<file path="src/sv/bilinear_image_scaler_defines.svh">
// Assertion macros for the bilinear image scaler modules.
// Depends on nothing; included by the files that carry assertions.
`ifndef BILINEAR_IMAGE_SCALER_DEFINES_SVH
`define BILINEAR_IMAGE_SCALER_DEFINES_SVH

// Same-cycle implication, disabled during reset.
`define BIS_ASSERT_IMPL(label, clk, rst_n, ante, cons, msg) \
    label: assert property (@(posedge clk) disable iff (!rst_n) (ante) |-> (cons)) \
        else $error(msg);

// Next-cycle implication, disabled during reset.
`define BIS_ASSERT_NEXT(label, clk, rst_n, ante, cons, msg) \
    label: assert property (@(posedge clk) disable iff (!rst_n) (ante) |=> (cons)) \
        else $error(msg);

`endif

</file>
<file path="src/sv/bis_pkg.sv">
// Types and constants of the bilinear image scaler.
// Depends on nothing; imported by every module of the block but bis_ram.
package bis_pkg;

    localparam int COORD_W    = 12;
    localparam int SAMPLE_W   = 8;
    localparam int CHANNELS   = 4;
    localparam int PIXEL_W    = SAMPLE_W * CHANNELS;
    localparam int INV_W      = 24;
    localparam int SIZE_CFG_W = 9;
    localparam int CHAN_CFG_W = 3;
    localparam int PADDR_W    = 4;
    localparam int PDATA_W    = 32;

    typedef enum logic
    {
        OP_LOAD    = 1'b0,
        OP_REQUEST = 1'b1
    } bis_op_t;

    typedef enum logic [1:0]
    {
        REG_IMAGE_WIDTH   = 2'd0,
        REG_IMAGE_HEIGHT  = 2'd1,
        REG_CHANNEL_COUNT = 2'd2,
        REG_INVERSE_SCALE = 2'd3
    } bis_reg_t;

    typedef struct packed
    {
        logic                  req_type;
        logic [COORD_W-1:0]    coord_x;
        logic [COORD_W-1:0]    coord_y;
        logic [SAMPLE_W-1:0]   sample_0;
        logic [SAMPLE_W-1:0]   sample_1;
        logic [SAMPLE_W-1:0]   sample_2;
        logic [SAMPLE_W-1:0]   sample_3;
    } bis_req_t;

    typedef struct packed
    {
        logic [SAMPLE_W-1:0] value_0;
        logic [SAMPLE_W-1:0] value_1;
        logic [SAMPLE_W-1:0] value_2;
        logic [SAMPLE_W-1:0] value_3;
    } bis_result_t;

    typedef struct packed
    {
        logic [SIZE_CFG_W-1:0] image_width;
        logic [SIZE_CFG_W-1:0] image_height;
        logic [CHAN_CFG_W-1:0] active_channels;
        logic [INV_W-1:0]      inverse_scale;
    } bis_cfg_t;

endpackage

</file>
<file path="src/sv/bis_queue.sv">
// Short register queue between the front end and the back end.
// Depends on bis_pkg.
module bis_queue
    import bis_pkg::*;
#(
    parameter int WIDTH = 97,
    parameter int DEPTH = 2
) (
    input  logic             clk,
    input  logic             rst_n,
    input  logic             push,
    input  logic [WIDTH-1:0] push_data,
    input  logic             pop,
    output logic             head_valid,
    output logic [WIDTH-1:0] head_data,
    output logic             full
);

    localparam int PTRW = $clog2(DEPTH);
    localparam int CNTW = $clog2(DEPTH + 1);

    logic [WIDTH-1:0] slot_reg [DEPTH];
    logic [PTRW-1:0]  wr_ptr_reg;
    logic [PTRW-1:0]  rd_ptr_reg;
    logic [CNTW-1:0]  count_reg;
    logic             do_push;
    logic             do_pop;

    assign head_valid = count_reg != '0;
    assign head_data  = slot_reg[rd_ptr_reg];
    assign full       = count_reg == CNTW'(DEPTH);
    assign do_pop     = pop && head_valid;
    assign do_push    = push && (!full || do_pop);

    always_ff @(posedge clk or negedge rst_n)
    begin
        if (!rst_n)
        begin
            wr_ptr_reg <= '0;
            rd_ptr_reg <= '0;
            count_reg  <= '0;
        end
        else
        begin
            if (do_push)
                wr_ptr_reg <= (wr_ptr_reg == PTRW'(DEPTH - 1)) ? '0 : wr_ptr_reg + PTRW'(1);
            if (do_pop)
                rd_ptr_reg <= (rd_ptr_reg == PTRW'(DEPTH - 1)) ? '0 : rd_ptr_reg + PTRW'(1);
            if (do_push && !do_pop)
                count_reg <= count_reg + CNTW'(1);
            else if (do_pop && !do_push)
                count_reg <= count_reg - CNTW'(1);
        end
    end

    always_ff @(posedge clk)
    begin
        if (do_push)
            slot_reg[wr_ptr_reg] <= push_data;
    end

endmodule

</file>
<file path="config.mk">
export PLATFORM = sky130hd
export DESIGN_NAME = bis_queue
export DESIGN_NICKNAME = d
export VERILOG_FILES = /design/src/sv/bilinear_image_scaler_defines.svh /design/src/sv/bis_pkg.sv /design/src/sv/bis_queue.sv
export SDC_FILE = /design/constraint.sdc
export NUM_CORES = 1
export LEC_CHECK = 0
export BUFFER_PORTS_ARGS = -buffer_cell sky130_fd_sc_hd__buf_2
export CORE_ASPECT_RATIO = 0.9
export CORE_MARGIN = 5
export CORE_UTILIZATION = 56
export CTS_CLUSTER_SIZE = 10
export DETAILED_ROUTE_END_ITERATION = 8
export MAX_ROUTING_LAYER = met4
export PLACE_DENSITY = 0.85
export REMOVE_ABC_BUFFERS = 1
export SLEW_MARGIN = 0
export SYNTH_ARGS = -nofsm -noshare
export SYNTH_HDL_FRONTEND = slang
export SYNTH_SLANG_ARGS = --single-unit
</file>
<file path="constraint.sdc">
create_clock -name clk -period 12.1 [get_ports clk]
set_clock_uncertainty 0.05 [all_clocks]
set_input_delay 1.21 -clock clk [delete_from_list [all_inputs] [get_ports clk]]
set_output_delay 1.21 -clock clk [all_outputs]
set_load 0.02 [all_outputs]
</file>
; After elaboration in Yosys (flattened, before gate mapping)
; Memory sizes are Yosys's and may differ from the RTL's.
; Cells that the tools add are included.
[classes]
reduce_logical = 10
n_eq_ne = 1
mux = 6
n_addsub = 4
[op_table]
columns = operator, count
row1 = 1-bit logical AND, 4
row2 = 1-bit two-way mux, 4
row3 = 2-bit two-way mux, 2
row4 = 2-bit nonzero test, 2
row5 = 1-bit logical NOT, 3
row6 = "1-bit adder, second input constant", 2
row7 = "2-bit by 1-bit adder with 2-bit output, second input constant", 1
row8 = "2-bit equality test, second input constant", 1
row9 = "2-bit by 1-bit subtractor with 2-bit output, second input constant", 1
row10 = 1-bit logical OR, 1
[word_totals]
ram_bits = 194
mem_count = 1
wordCells = 25
input_bits = 101
reg_bits = 4
output_inout_bits = 99
[memory_table]
columns = name, depth, word_bits, rd, rd_clocked_by_memory_dff, wr, line
row1 = slot_reg, 2, 97, 1, 0, 1, bis_queue.sv:22  ; logic [WIDTH-1:0] slot_reg [DEPTH];

; Depth between registers and ports, before layout
; Gate-level depths: netlist of the first run.
[logic_depth]
depth_word = 8
depth_mapped = 7
depth_no_buf = 7

; Least setup slack after synthesis of the first run
; No wires, ideal clock.
[synth_timing]
path_kind = input port to flip-flop
from = in pop
to = mem slot_reg[0][0] (enable)
setup_ns = 0.553
slack_ns = 6.151
arrival_time_ns = 5.346
required_ns = 11.497
path_stages = 2
n_path_buf = 0
cell_sequence = o21ai_1 > nor2_1
[synth_between]
elab_chain_len = 5
[synth_rtl]
columns = item, line
row1 = "start, declared", bis_queue.sv:13  ; input logic pop,
row2 = 1-bit logical AND, bis_queue.sv:32  ; assign do_pop = pop && head_valid;
row3 = 1-bit logical OR, bis_queue.sv:33  ; assign do_push = push && (!full || do_pop);
row4 = 1-bit logical AND, bis_queue.sv:33
row5 = 1-bit two-way mux, bis_queue.sv:58  ; if (do_push)
row6 = 1-bit two-way mux (implied by the code), bis_queue.sv:59  ; slot_reg[wr_ptr_reg] <= push_data;
row7 = "end, declared", bis_queue.sv:22
; Every way passes these cells.

; Worst setup path after layout of the first run
[layout_timing]
from = reg rd_ptr_reg
to = out head_data[73]
[layout_between]
elab_chain_len = 1
[layout_rtl]
columns = item, line
row1 = "start, declared", bis_queue.sv:24  ; logic [PTRW-1:0] rd_ptr_reg;
row2 = "start signal, assigned", bis_queue.sv:48  ; rd_ptr_reg <= (rd_ptr_reg == PTRW'(DEPTH - 1)) ? '0 : rd_ptr_reg + PTRW'(1);
row3 = memory read 2 x 97 bit, --
row4 = "end, declared", bis_queue.sv:15  ; output logic [WIDTH-1:0] head_data,
; Every way passes these cells.

==> results of run 1 <==
[final timing paths]
path | slack (ns) | cells after the start | from | endpoint
max in group asynchronous | 11.32 | 1 | rst_n | rd_ptr_reg$_DFFE_PN0N_
min in group asynchronous | 0.53 | 1 | rst_n | count_reg[0]$_DFFE_PN0P_
min reg2reg | 0.45 | 1 | count_reg[1]$_DFFE_PN0P_ | count_reg[1]$_DFFE_PN0P_
min | 0.45 | 1 | count_reg[1]$_DFFE_PN0P_ | count_reg[1]$_DFFE_PN0P_
max | 8.23 | 3 | rd_ptr_reg$_DFFE_PN0N_ | head_data[73]
max reg2reg | 9.15 | 4 | count_reg[0]$_DFFE_PN0P_ | slot_reg[1][73]$_DFFE_PP_
[worst max-delay path, cell delays in order, from the launching register on]
cell and delay, ns:
dfrtp_4 0.88, buf_4 0.68, mux2_2 0.43, buf_2 0.16
[cells in the mapped netlist, drive strengths merged]
| cell | instances | area [µm²] |
|---|---|---|
| edfxtp | 194 | 5826 |
| mux2 | 97 | 1167 |
| buf | 11 | 80.07 |
| dfrtp | 4 | 100.1 |
| inv | 3 | 11.26 |
| nor2 | 3 | 11.26 |
| xnor2 | 3 | 26.28 |
| xor2 | 2 | 17.52 |
| ha | 1 | 12.51 |
| nand2 | 1 | 3.750 |
| nand2b | 1 | 6.260 |
| o21ai | 1 | 5.000 |
| or2 | 1 | 6.260 |
[cells in the final DEF (no fill, tap or decap), drive strengths merged, types with 2 or more instances in the layout]
cell	n
xor2	2
clkbuf	20
clkinvlp	5
nor2	3
xnor2	3
edfxtp	194
clkinv	3
buf	203
bufinv	2
mux2	97
dfrtp	4
inv	3
[kinds of logic after synthesis]
| kind of cell | after synthesis | share of synthesized area |
|---|---|---|
| AO/OA/AOI/OAI | 1 | 0.0006875 |
| XOR/XNOR | 5 | 0.006022 |
| adder cells (fa/ha/maj) | 1 | 0.001720 |
| buffers and inverters | 14 | 0.01256 |
| flip-flops | 198 | 0.8147 |
| multiplexers | 97 | 0.1605 |
| AND/OR/NAND/NOR | 6 | 0.003785 |
[cell type report]
type / count / area, µm²
Sequential cell: 198 / 5929
Fill cell: 793 / 3745
Multi-Input combinational cell: 110 / 1271
Timing Repair Buffer: 203 / 1026
Clock buffer: 20 / 436.7
Tap cell: 164 / 205.2
Clock inverter: 10 / 108.9
Inverter: 3 / 11.26
Antenna cell: 1 / 2.502
[metal layers]
metal	up-vias	share of wire
li1	1688	-
met1	1758	0.40
met2	142	0.51
met3	11	0.084
met4	0	0.0084
met5	-	0
[per-stage QoR]
step,hold WS (ns),power [mW],cells,setup slack [ns],util
floorplan,0.4059,1.525,311,6.151,-
finish,0.4548,2.229,709,8.233,0.7060
CTS,0.4644,2.253,708,8.177,0.7058
detailed placement,0.4520,1.730,678,8.412,0.6629
global route,0.4852,2.328,709,8.090,0.7060
global placement,0.4212,1.710,678,8.508,0.6629
[where the power goes]
group          leakage (nW)  switching, mW  total, mW  internal [mW]
logic                  1.33          0.419      0.712          0.293
registers              1.86         0.0682      0.996          0.928
clock network         0.247          0.221      0.520          0.299
==> results_dict.tcl, run 1 <==
set metrics [dict create \
    via_count 3599 \
    grt_util_met1 0.2139 \
    endpoint_kind "output pin" \
    gp_congestion 0.7243 \
    setup_viol 0 \
    grt_pass1_vias 3930 \
    fin_crit_ns 3.867 \
    crit_type "reg -> out" \
    worst-endpoint-arrival_ns 2.61 \
    finalHoldViolCount 0 \
    use_met3 0.05944 \
    syn_area_um2 7273 \
    die_w_um 130.1 \
    ys_ff_latch 198 \
    antenna_found_initial 1 \
    place_hpwl_um 8818 \
    power_density_nw_per_um2 247.9 \
    finalInstanceArea_um2 8991 \
    largest_reg_flops 194 \
    area_growth_pct 23.62 \
    slew_headroom 0.2547 \
    synthCells 322 \
    yosys_warnings 0 \
    max_clock_freq_mhz 258.6 \
    cp.required_ns 10.84 \
    via_per_inst 5.076 \
    drv_cap 0 \
    period_share 0.3196 \
    wire_per_inst_um 18.55 \
    ant_nets 0 \
    irDropWorstVdd_mv 0.1616 \
    fp.dieH_um 118.1 \
    clock_latency_ns 0.42 \
    drtIter0Drc 249 \
    grt_overflow 0 \
    post_cts_resized 0 \
    ioPinCount 200 \
    critPathLaunchType "flop" \
    port_buffers 199 \
    grt.met2_usage 0.2846 \
    finalMaxSlewViolations 0 \
    rsz0062_at_grt "false" \
    grt_max_degree 60 \
    core.rowCount 39 \
    tns_ns 0 \
    status "complete, no violations" \
    holdBufCountCts 0 \
    grt_pass1_wl_um 19940 \
    leakage_nw 3.432 \
    cts_root_buf "clkbuf_16" \
    syn-mean-instance-area_um2 22.59 \
    clock_path_buffers 2 \
    min_path_type "reg -> reg" \
    clk_pin_slew_ns 0.06 \
    nets 635 \
    yosysSeqAreaShare 0.8147 \
    busiest_layer "met2" \
    grt_use_total 0.1782 \
    post-cts-setup-buffer-count 0 \
    cts_tree "yes" \
    die_area_um2 15370 \
    wirelength_um 13150 \
    path_max_fanout 50 \
    first_pass_iters 4 \
    placed_cell_area_um2 8443 \
    cts.sinks 198 \
    start_util 0.5711 \
    htreeDepth 4 \
    drive_above_1_share 0.6029 \
    core_um2 12740 \
    cts_buffers 17 \
    worstMarginPinSlew_ns 1.115 \
    post-route-drc-count 0 \
    synth_cell_types 15 \
]
Power figures use the tool's default switching activity.
==> run 2: changes to the inputs <==
CORE_UTILIZATION = 52   (was 56)
PLACE_DENSITY = 0.79   (was 0.85)
clock period = 3.9 ns   (was 12.1 ns; I/O delays follow)
==> results_dict.tcl, run 2 (same netlist as run 1, synthesis figures left out) <==
set metrics [dict create \
    status "complete, no violations" \
    grt_overflow 0 \
    critPathLaunchType "flop" \
    whs_ns 0.09635 \
    fp.dieH_um 122.2 \
    finalHoldViolCount 0 \
    cp.required_ns 3.46 \
    antenna-diode-count 0 \
    clk_pin_slew_ns 0.07 \
    max_clock_freq_mhz 362.3 \
    core.rowCount 41 \
    setup_viol 0 \
    grt_pass1_wl_um 20000 \
    first_pass_iters 4 \
    via_per_inst 5.025 \
    slew_headroom 0.4021 \
    grt.met2_usage 0.2744 \
    reg2reg_slack_ns 1.76 \
    wire_per_inst_um 18.52 \
    path_cells "buf_12 > mux2_2 > buf_2" \
    cpLargestDelayFamily "flip-flops" \
    cts_tree "yes" \
    via_count 3618 \
    fin_crit_ns 2.760 \
    n_fill_cell 957 \
    drtIter0Drc 203 \
    hold_path_depth 1 \
    clock_path_buffers 2 \
    die_area_um2 16460 \
    path_max_fanout 61 \
    crit_type "reg -> out" \
    ant_nets 0 \
    mostFrequentLayoutCell "buf_2" \
    drv_cap 0 \
    ioPinCount 200 \
    start_util 0.5251 \
    min_path_type "in -> reg" \
    cp_num_buf_inv 2 \
    cts.sinks 198 \
    leakage_nw 3.460 \
    finalMaxSlewViolations 0 \
    grt_util_met1 0.1989 \
    endpoint_kind "output pin" \
    worst-endpoint-arrival_ns 2.32 \
    grt_max_degree 62 \
    cts_buffers 17 \
    critical_path.slowest_cell "dfrtp_4" \
    drive_above_1_share 0.6058 \
    irDropWorstVdd_mv 0.4738 \
    gp_congestion 0.7546 \
    die_w_um 134.7 \
    wirelength_um 13330 \
    largest_reg_flops 194 \
    grt_use_total 0.1688 \
    grt_pass1_vias 3915 \
    clock_latency_ns 0.43 \
    htreeDepth 4 \
    setup_ws_ns 1.140 \
    min_to "slot_reg[1][6]$_DFFE_PP_" \
    cts_root_buf "clkbuf_16" \
    busiest_layer "met2" \
    post-route-drc-count 0 \
    worstMarginPinSlew_ns 0.8969 \
    worst_r2r_path_depth 4 \
    cpPeakStageDelay_ns 1.00 \
    period_share 0.7077 \
    finalInstanceArea_um2 9034 \
    nets 637 \
    rsz0062_at_grt "false" \
    preCtsSetupSlack_ns 1.553 \
    area_growth_pct 24.20 \
    place_hpwl_um 8881 \
    timing.rr.end "slot_reg[1][66]$_DFFE_PP_" \
    use_met3 0.04005 \
    final_cell_mix "buf_2, edfxtp_1, mux2_2" \
    placed_cell_area_um2 8486 \
    min-delay-start "push_data[6]" \
    antenna_found_initial 0 \
    core_um2 13850 \
    tns_ns 0 \
    reg2reg_from "count_reg[0]$_DFFE_PN0P_" \
    port_buffers 199 \
    post-cts-setup-buffer-count 0 \
    power_density_nw_per_um2 766.8 \
]
## run 2: cell type report
class	count	area (µm²)	area share
well taps	172	215.2	0.02382
flip-flops and latches	198	5929	0.6564
inverters	3	11.26	0.001247
clock inverters	14	108.9	0.01205
repair buffers	205	1069	0.1183
multi-input cells	110	1271	0.1407
clock buffers	18	429.2	0.04751
## run 2: power by group
part	internal [mW]	switching (mW)	total, mW
Sequential	2.87	0.242	3.11
Combinational	0.939	1.27	2.21
Clock	0.872	0.729	1.60
Total	4.68	2.24	6.93
## run 2: repair_timing
item,4_1_cts,5_1_grt
resized for setup,0,0
hold endpoints to repair,4,0
hold buffers,1,0
## run 2: per-layer routing
| metal | part of all wire | vias to the layer above |
|---|---|---|
| met5 | 0 | - |
| met4 | 0.023 | 0 |
| met3 | 0.067 | 23 |
| met2 | 0.51 | 131 |
| met1 | 0.40 | 1764 |
| li1 | - | 1700 |
## run 2: worst register-to-register path, stage by stage, from the launching register on
cell      delay (ns)
dfrtp_1         0.41
nand2b_1        0.17
o21ai_1         0.17
nor2_4          0.49
buf_4           0.49
## run 2: how the worst max path moves through the flow
| stage | slack (ns) | endpoint | cells after the start | startpoint |
|---|---|---|---|---|
| 2_1_floorplan | -1.34 | slot_reg[0][0]$_DFFE_PP_ | 3 | count_reg[0]$_DFFE_PN0P_ |
| 3_3_place_gp | 1.57 | head_data[7] | 3 | rd_ptr_reg$_DFFE_PN0N_ |
| 3_5_place_dp | 1.55 | head_data[80] | 3 | rd_ptr_reg$_DFFE_PN0N_ |
| 4_1_cts | 1.07 | head_data[96] | 3 | rd_ptr_reg$_DFFE_PN0N_ |
| 5_1_grt | 1.01 | head_data[29] | 3 | rd_ptr_reg$_DFFE_PN0N_ |
| 6_report | 1.14 | head_data[96] | 3 | rd_ptr_reg$_DFFE_PN0N_ |
## run 2: per-stage QoR
step,util,cells,total power [mW]
3_5_place_dp,0.6126,687,5.409
3_3_place_gp,0.6126,687,5.346
2_1_floorplan,-,311,4.732
4_1_cts,0.6522,720,7.023
5_1_grt,0.6522,720,7.241
6_report,0.6522,720,6.927
