===== src/sv/bilinear_image_scaler_defines.svh =====
// Assertion macros for the bilinear image scaler modules.
// Depends on nothing; included by the files that carry assertions.
`ifndef BILINEAR_IMAGE_SCALER_DEFINES_SVH
`define BILINEAR_IMAGE_SCALER_DEFINES_SVH

// Same-cycle implication, disabled during reset.
`define BIS_ASSERT_IMPL(label, clk, rst_n, ante, cons, msg) \
    label: assert property (@(posedge clk) disable iff (!rst_n) (ante) |-> (cons)) \
        else $error(msg);

// Next-cycle implication, disabled during reset.
`define BIS_ASSERT_NEXT(label, clk, rst_n, ante, cons, msg) \
    label: assert property (@(posedge clk) disable iff (!rst_n) (ante) |=> (cons)) \
        else $error(msg);

`endif


===== src/sv/bis_pkg.sv =====
// Types and constants of the bilinear image scaler.
// Depends on nothing; imported by every module of the block but bis_ram.
package bis_pkg;

    localparam int COORD_W    = 12;
    localparam int SAMPLE_W   = 8;
    localparam int CHANNELS   = 4;
    localparam int PIXEL_W    = SAMPLE_W * CHANNELS;
    localparam int INV_W      = 24;
    localparam int SIZE_CFG_W = 9;
    localparam int CHAN_CFG_W = 3;
    localparam int PADDR_W    = 4;
    localparam int PDATA_W    = 32;

    typedef enum logic
    {
        OP_LOAD    = 1'b0,
        OP_REQUEST = 1'b1
    } bis_op_t;

    typedef enum logic [1:0]
    {
        REG_IMAGE_WIDTH   = 2'd0,
        REG_IMAGE_HEIGHT  = 2'd1,
        REG_CHANNEL_COUNT = 2'd2,
        REG_INVERSE_SCALE = 2'd3
    } bis_reg_t;

    typedef struct packed
    {
        logic                  req_type;
        logic [COORD_W-1:0]    coord_x;
        logic [COORD_W-1:0]    coord_y;
        logic [SAMPLE_W-1:0]   sample_0;
        logic [SAMPLE_W-1:0]   sample_1;
        logic [SAMPLE_W-1:0]   sample_2;
        logic [SAMPLE_W-1:0]   sample_3;
    } bis_req_t;

    typedef struct packed
    {
        logic [SAMPLE_W-1:0] value_0;
        logic [SAMPLE_W-1:0] value_1;
        logic [SAMPLE_W-1:0] value_2;
        logic [SAMPLE_W-1:0] value_3;
    } bis_result_t;

    typedef struct packed
    {
        logic [SIZE_CFG_W-1:0] image_width;
        logic [SIZE_CFG_W-1:0] image_height;
        logic [CHAN_CFG_W-1:0] active_channels;
        logic [INV_W-1:0]      inverse_scale;
    } bis_cfg_t;

endpackage


===== src/sv/bis_front.sv =====
// Front end: registers a request, maps request coordinates to source positions
// and clamps them, then pushes a packed work entry. Depends on bis_pkg.
module bis_front
    import bis_pkg::*;
#(
    parameter int MAX_WIDTH  = 256,
    parameter int MAX_HEIGHT = 256,
    parameter int FRAC_BITS  = 16,
    parameter int XW         = 8,
    parameter int YW         = 8,
    parameter int EW         = 97
) (
    input  logic          clk,
    input  logic          rst_n,
    input  logic          accept,
    input  bis_req_t      req,
    input  bis_cfg_t      cfg,
    output logic          push,
    output logic [EW-1:0] entry
);

    localparam int POS_W  = COORD_W + INV_W;
    localparam int BASE_W = POS_W - FRAC_BITS;
    localparam int CMPW   = BASE_W + 1;
    localparam int MAPW   = 2 * CMPW + FRAC_BITS;

    logic                 f1_valid_reg;
    bis_op_t              f1_op_reg;
    logic [COORD_W-1:0]   f1_x_reg;
    logic [COORD_W-1:0]   f1_y_reg;
    logic [PIXEL_W-1:0]   f1_data_reg;
    logic [POS_W-1:0]     f1_posx_reg;
    logic [POS_W-1:0]     f1_posy_reg;

    logic [CMPW-1:0]      eff_w;
    logic [CMPW-1:0]      eff_h;
    logic [MAPW-1:0]      map_x;
    logic [MAPW-1:0]      map_y;
    logic                 in_store;

    // Returns {base, next, frac}; a base past the edge pins to the edge.
    function automatic logic [MAPW-1:0] map_axis(input logic [POS_W-1:0] pos,
                                                 input logic [CMPW-1:0] size);
        logic [CMPW-1:0]      b;
        logic [CMPW-1:0]      n;
        logic [FRAC_BITS-1:0] f;
        f = pos[FRAC_BITS-1:0];
        if ({1'b0, pos[POS_W-1:FRAC_BITS]} >= size)
        begin
            b = size - CMPW'(1);
            f = '0;
        end
        else
        begin
            b = {1'b0, pos[POS_W-1:FRAC_BITS]};
        end
        n = (b + CMPW'(1) >= size) ? size - CMPW'(1) : b + CMPW'(1);
        return {b, n, f};
    endfunction

    always_ff @(posedge clk or negedge rst_n)
    begin
        if (!rst_n)
        begin
            f1_valid_reg <= 1'b0;
        end
        else
        begin
            f1_valid_reg <= accept;
        end
    end

    always_ff @(posedge clk)
    begin
        if (accept)
        begin
            f1_op_reg   <= bis_op_t'(req.req_type);
            f1_x_reg    <= req.coord_x;
            f1_y_reg    <= req.coord_y;
            f1_data_reg <= {req.sample_3, req.sample_2, req.sample_1, req.sample_0};
            f1_posx_reg <= POS_W'(req.coord_x) * POS_W'(cfg.inverse_scale);
            f1_posy_reg <= POS_W'(req.coord_y) * POS_W'(cfg.inverse_scale);
        end
    end

    always_comb
    begin
        if (cfg.image_width == '0)
            eff_w = CMPW'(1);
        else if (CMPW'(cfg.image_width) > CMPW'(MAX_WIDTH))
            eff_w = CMPW'(MAX_WIDTH);
        else
            eff_w = CMPW'(cfg.image_width);

        if (cfg.image_height == '0)
            eff_h = CMPW'(1);
        else if (CMPW'(cfg.image_height) > CMPW'(MAX_HEIGHT))
            eff_h = CMPW'(MAX_HEIGHT);
        else
            eff_h = CMPW'(cfg.image_height);
    end

    assign map_x    = map_axis(f1_posx_reg, eff_w);
    assign map_y    = map_axis(f1_posy_reg, eff_h);
    assign in_store = ({1'b0, f1_x_reg} < (COORD_W+1)'(MAX_WIDTH))
                   && ({1'b0, f1_y_reg} < (COORD_W+1)'(MAX_HEIGHT));

    // Loads outside the store are dropped here and never reach the queue.
    always_comb
    begin
        unique case (f1_op_reg)
            OP_REQUEST:
            begin
                push  = f1_valid_reg;
                entry = {OP_REQUEST,
                         map_x[FRAC_BITS + CMPW +: XW],
                         map_x[FRAC_BITS +: XW],
                         map_y[FRAC_BITS + CMPW +: YW],
                         map_y[FRAC_BITS +: YW],
                         map_x[FRAC_BITS-1:0],
                         map_y[FRAC_BITS-1:0],
                         {PIXEL_W{1'b0}}};
            end
            OP_LOAD:
            begin
                push  = f1_valid_reg && in_store;
                entry = {OP_LOAD,
                         f1_x_reg[XW-1:0], f1_x_reg[XW-1:0],
                         f1_y_reg[YW-1:0], f1_y_reg[YW-1:0],
                         {FRAC_BITS{1'b0}}, {FRAC_BITS{1'b0}},
                         f1_data_reg};
            end
            default:
            begin
                push  = 1'b0;
                entry = '0;
            end
        endcase
    end

endmodule


===== config.mk =====
export PLATFORM = sky130hd
export DESIGN_NAME = bis_front
export DESIGN_NICKNAME = d
export VERILOG_FILES = /design/src/sv/bilinear_image_scaler_defines.svh /design/src/sv/bis_pkg.sv /design/src/sv/bis_front.sv
export SDC_FILE = /design/constraint.sdc
export NUM_CORES = 2
export LEC_CHECK = 0
export BUFFER_PORTS_ARGS = -buffer_cell sky130_fd_sc_hd__buf_2
export CORE_MARGIN = 2
export CORE_UTILIZATION = 50
export CTS_BUF_LIST = sky130_fd_sc_hd__clkbuf_8
export DETAILED_ROUTE_END_ITERATION = 12
export PLACE_DENSITY = 0.69
export SLEW_MARGIN = 20
export SYNTH_ARGS = -nofsm -noshare
export SYNTH_HDL_FRONTEND = slang
export SYNTH_SLANG_ARGS = --single-unit

===== constraint.sdc =====
create_clock -name clk -period 7.8 [get_ports clk]
set_clock_uncertainty 0.05 [all_clocks]
set_input_delay 0.39 -clock clk [delete_from_list [all_inputs] [get_ports clk]]
set_output_delay 0.39 -clock clk [all_outputs]
set_load 0.05 [all_outputs]

After elaboration in Yosys (flattened, before gate mapping)

Cells that the tools add are included.
Widths: inputs -> output; s select.

Register bits after elaboration: 130
Output and inout bits: 98

$add $sub $neg: 4
Multipliers: 2
$lt $le $gt $ge: 8
Muxes and demuxes: 12
Bitwise logic cells: 1
Reduce and logical (&&, ||, !) cells: 4

Operator list:

| operator              | number |
|---|---|
| $pmux 97 s2           | 1 |
| $mul 12x24->36        | 2 |
| $add 21x1->21 const B | 2 |
| $ge 20x21->1          | 2 |
| $ge 21x9->1           | 2 |
| $mux 21               | 2 |
| $mux 9                | 4 |
| $mux 16               | 2 |
| $lt 12x9->1 const B   | 2 |
| $sub 9x1->10 const B  | 2 |
| $gt 9x9->1 const B    | 2 |
| $logic_not 9->1       | 2 |
| $mux 8                | 2 |
| $logic_and 1x1->1     | 2 |
| $pmux 1 s2            | 1 |
| $not 1->1             | 1 |

Depth between registers and ports, before layout

Word-level depth: 9
Depth in mapped cells: 25

Least setup slack after synthesis

No wires, ideal clock.

Kind: input -> output
From: input cfg[29] (netlist name)
To: output entry[65]
Arrival: 5946 ps
Required time: 7360 ps
Setup slack: 1414 ps
Cell stages on the path: 25
Path through: nor4_4 and3_1 o21ai_2 inv_1 ha_1 nand2b_1 a21o_1 a21oi_1 o21ai_1 a31oi_1 buf_4 buf_4 clkbuf_1 nand2_1 o21ai_0 ha_1 ha_1 a21o_1 a21o_1 a21o_1 a211oi_1 o21bai_1 a31oi_1 nand2_1 a311oi_1

Word-level cells in the longest chain between the ends: 9
Elaborated cells between the ends (all ways): 11
Classes of those cells: add/sub: 2; order compare: 3; mux: 5; reduce/logical: 1

RTL lines:

| what                                                | RTL line                         | RTL |
|---|---|---|
| from (decl)                                         | bis_front.sv:17                  | `input bis_cfg_t cfg,` |
| $gt 9x9->1                                          | bis_front.sv:97                  | `else if (CMPW'(cfg.image_height) > CMPW'(MAX_HEIGHT))` |
| $mux 9                                              | bis_front.sv:97                  |  |
| $mux 9 (*)                                          | bis_front.sv:95                  | `if (cfg.image_height == '0)` |
| $ge 20x21->1 / $sub 9x1->10 (equally long branches) | bis_front.sv:48, bis_front.sv:57 |  |
| $mux 21                                             | bis_front.sv:48                  | `if ({1'b0, pos[POS_W-1:FRAC_BITS]} >= size)` |
| $add 21x1->21                                       | bis_front.sv:57                  | `n = (b + CMPW'(1) >= size) ? size - CMPW'(1) : b + CMPW'(1);` |
| $ge 21x9->1                                         | bis_front.sv:57                  |  |
| $mux 8 (*)                                          | bis_front.sv:57                  |  |
| $pmux 97 s2 (*)                                     | bis_front.sv:111                 | `unique case (f1_op_reg)` |
| to (decl)                                           | bis_front.sv:19                  | `output logic [EW-1:0] entry` |

Mark *: on every way between the ends. The rest lies on a longest branch, timed or not.

Worst setup path in the final report

From: input cfg[29] (netlist name)
To: output entry[70]

The elaborated chain is that of the path after synthesis.

==> PnR_summary.wiki <==
{| class="wikitable"
! Metric !! Value
|-
| Status || finished clean
|-
| Initial Utilization || roughly half
|-
| Critical Path Fanout Max || 8
|-
| Global route total overflow || 0
|-
| Sinks on Clock Net || 130
|-
| Standard cell core area || approximately 48000 µm²
|-
| Cts-stage hold buffer count || 34
|-
| Post-synth EDFFs || between 100 and 150
|-
| Critical path endpoint category || output port
|-
| Buffer depth of the longest clock path || 2
|-
| Total of fill cells in the finished design || ~4200
|-
| Internal power component || 0.005156 W
|-
| Switching power summed over all nets || approximately 0.005 W
|-
| Clock network fraction of total power || 5.7%
|-
| Maximum VDD drop || roughly 0.45 mV
|-
| Post-synthesis sequential area ratio || between 10% and 20%
|-
| Wire length the detailed router placed on met1 || 24.98 mm
|-
| Clk Tree Root Cell || sky130_fd_sc_hd__clkbuf_8
|-
| Net count after synthesis || roughly 3300
|-
| Worst slew margin relative to its limit || around 23%
|-
| Sequential cell fraction of total power || ~15%
|-
| Routed length on met2 || ~28 mm
|-
| Post-synthesis async set-or-reset flop share || 0.7692%
|-
| Achievable clock frequency || 152.9 MHz
|-
| DR pass1 iterations || 6
|-
| Startpoint types || primary input
|-
| Fraction of power consumed by combinational cells || between 70% and 80%
|-
| I/O pin total || around 200
|-
| Total standard cell area after synthesis || between 20000 and 25000 µm²
|-
| Final estimated routing congestion in global placement || 0.8954
|-
| Full die area || ~50000 µm²
|-
| Total detailed-routing wirelength || 57.63 mm
|-
| Buffers added on ports || 199
|-
| Clock buffers created by TritonCTS || 17
|-
| Most frequent standard cell in the layout excluding fill and tap cells || sky130_fd_sc_hd__inv_1
|-
| Hold Crit Class || primary input to async pin
|-
| Highest-count cells in the layout ignoring fill and taps || 446 x sky130_fd_sc_hd__inv_1, 440 x sky130_fd_sc_hd__fa_1, 435 x sky130_fd_sc_hd__nand2_1
|-
| Via count of the first global-routing pass || a little under 20000
|-
| Worst setup path category || primary input to output port
|-
| Ratio of total power to cell area || between 300 and 400 nW/µm²
|-
| First-pass GRT wire length || ~97 mm
|-
| Final worst path period need || approximately 6.5 ns
|-
| Worst path arrival time || just over 6 ns
|-
| Cell count after synthesis || roughly 2600
|-
| Met3 WL post-DR || 3.242 mm
|-
| Layout area overhead || 8.531%
|-
| Pins over their slew limit || 0
|-
| Final count of hold timing violations || 0
|-
| Antenna violations before repair || 5
|-
| Synth Register Bits || 130
|-
| Setup violators final || 0
|-
| Flip-flop cell with the highest count after synthesis || sky130_fd_sc_hd__edfxtp_1
|-
| Setup repair after global routing missed its margin || false
|-
| Drt via density || about 5.5
|-
| Overall routing resource usage || roughly 24%
|-
| Count of standard-cell rows || 80
|-
| Average wire per cell in the routed design || approximately 17 µm
|-
| Max-capacitance violation count || 0
|-
| Leakage power || 12.64 nW
|-
| Total number of nets in the final design || ~3500
|-
| Overall power of the completed layout || a little over 0.01 W
|-
| Average cell area after synthesis || 9.418 µm²
|-
| Transition time at the pin with the least slew margin || between 1 and 1.5 ns
|-
| H-Tree Depth || 4
|-
| Resized cells post-CTS || 0
|-
| Number of DRC violations after detailed routing || 0
|-
| Detailed Place HPWL || 44.62 mm
|-
| Share of post-route cells with drive strength above 1 || roughly a tenth
|-
| Finished Layout Cells || 3347
|-
| Count of nets left with antenna violations after detail routing || 0
|-
| Number of buffers inserted by post-CTS setup repair || 0
|-
| Number of synthesis warnings || 0
|-
| Final period util || 83.84%
|-
| Number of cells after detailed placement || ~3300
|-
| Die width || 224.5 µm
|-
| Count of different cell masters after synthesis || between 80 and 90
|-
| Proportion of total power due to net switching || between 40% and 50%
|-
| Via count of the routed design || ~18000
|-
| Top layer in use || met5
|-
| Pin count of the biggest net entering global routing || between 70 and 80
|-
| Clock tree from TritonCTS || built
|-
| Floorplan die height || about 220 µm
|-
| Data required time of the critical path || 7.36 ns
|-
| Drt first-iter violations || 1314
|-
| Final core utilization || 55.16%
|-
| Clock slew seen by the registers of the worst setup and hold paths || about 0.08 ns
|-
| Sum of negative setup slack || 0 ns
|}
[through the flow]
stage / cell area [µm²] / setup WS, ns / hold slack [ns]
2_1_floorplan: 24320 / 1.414 / 0.04441
3_3_place_gp: 25670 / 1.502 / 0.1162
3_5_place_dp: 25670 / 1.401 / 0.1171
4_1_cts: 26390 / 1.387 / 0.02500
5_1_grt: 26390 / 0.8790 / 0.04918
6_report: 26390 / 1.260 / 0.07708
[layout make-up]
class	count	area (µm²)	area share [%]
multi-input cells	1885	18280	69.26
clock inverters	15	148.9	0.5642
diodes	1	2.502	0.009482
flip-flops and latches	130	3899	14.77
inverters	445	1670	6.329
well taps	615	769.5	2.916
clock buffers	17	234.0	0.8865
repair buffers	239	1388	5.258
[cell families (layout without fill, tap and decap cells)]
kind of cell,count (synthesis),count (layout),synth area share [%]
adders and majority gates,628,628,45.90
and+or+nand+nor,901,901,18.08
xor gates and xnor gates,71,71,2.588
AOI/OAI and AO/OA,254,254,7.245
other,0,1,0
buffers and inverters,567,716,8.855
DFF,130,130,16.03
muxes,31,31,1.307
[worst paths after layout]
kind,startpoint,end,cells after the start
max,cfg[29],entry[70],25
min,rst_n,f1_valid_reg,2
max in group asynchronous,rst_n,f1_valid_reg,2
min in group clk,accept,f1_valid_reg,1
[synth_stat cells, types with 28 or more instances]
cell | instances | share of area, %
sky130_fd_sc_hd__nand2_1 | 435 | 6.7
sky130_fd_sc_hd__nor3_1 | 28 | 0.58
sky130_fd_sc_hd__fa_1 | 440 | 36
sky130_fd_sc_hd__a21oi_1 | 63 | 1.3
sky130_fd_sc_hd__xnor2_1 | 51 | 1.8
sky130_fd_sc_hd__nand3_1 | 29 | 0.60
sky130_fd_sc_hd__a21o_1 | 33 | 1.0
sky130_fd_sc_hd__and3_1 | 40 | 1.0
sky130_fd_sc_hd__ha_1 | 188 | 9.7
sky130_fd_sc_hd__clkbuf_1 | 115 | 1.8
sky130_fd_sc_hd__nor2_1 | 64 | 0.99
sky130_fd_sc_hd__nor2b_1 | 45 | 1.2
sky130_fd_sc_hd__o21ai_0 | 40 | 0.82
sky130_fd_sc_hd__and2_1 | 203 | 5.2
sky130_fd_sc_hd__inv_1 | 445 | 6.9
sky130_fd_sc_hd__edfxtp_1 | 129 | 16
[worst max-delay path: stages]
cell,delay [ns]
sky130_fd_sc_hd__buf_2,0.14
sky130_fd_sc_hd__nor4_4,0.41
sky130_fd_sc_hd__and3_1,0.23
sky130_fd_sc_hd__o21ai_2,0.09
sky130_fd_sc_hd__inv_1,0.16
sky130_fd_sc_hd__ha_1,0.24
sky130_fd_sc_hd__nand2b_1,0.14
sky130_fd_sc_hd__a21o_1,0.17
sky130_fd_sc_hd__a21oi_1,0.19
sky130_fd_sc_hd__o21ai_1,0.19
sky130_fd_sc_hd__a31oi_4,0.32
sky130_fd_sc_hd__nor2_1,0.08
sky130_fd_sc_hd__a21oi_1,0.33
sky130_fd_sc_hd__ha_1,0.42
sky130_fd_sc_hd__xnor2_1,0.21
sky130_fd_sc_hd__ha_1,0.28
sky130_fd_sc_hd__a21o_1,0.16
sky130_fd_sc_hd__a21o_1,0.18
sky130_fd_sc_hd__a211oi_1,0.27
sky130_fd_sc_hd__o21bai_1,0.17
sky130_fd_sc_hd__a31oi_1,0.19
sky130_fd_sc_hd__buf_4,0.21
sky130_fd_sc_hd__nand4b_1,0.13
sky130_fd_sc_hd__a31oi_1,0.44
sky130_fd_sc_hd__buf_2,0.35
[routing by layer]
layer,GRT usage (%),vias to the layer above
met5,0,-
met4,6.729,6
met3,4.115,73
met2,40.99,544
met1,32.21,9365
li1,-,8359
[power by group through the flow]
| stage | clock, W | combinational (W) | sequential [W] |
|---|---|---|---|
| floorplan | 0 | 0.00643 | 0.00149 |
| global placement | 0 | 0.00787 | 0.00153 |
| detailed placement | 0 | 0.00812 | 0.00154 |
| CTS | 0.000609 | 0.00820 | 0.00152 |
| global route | 0.000633 | 0.00933 | 0.00154 |
| finish | 0.000584 | 0.00818 | 0.00152 |
(Power assumes the default switching activity.)
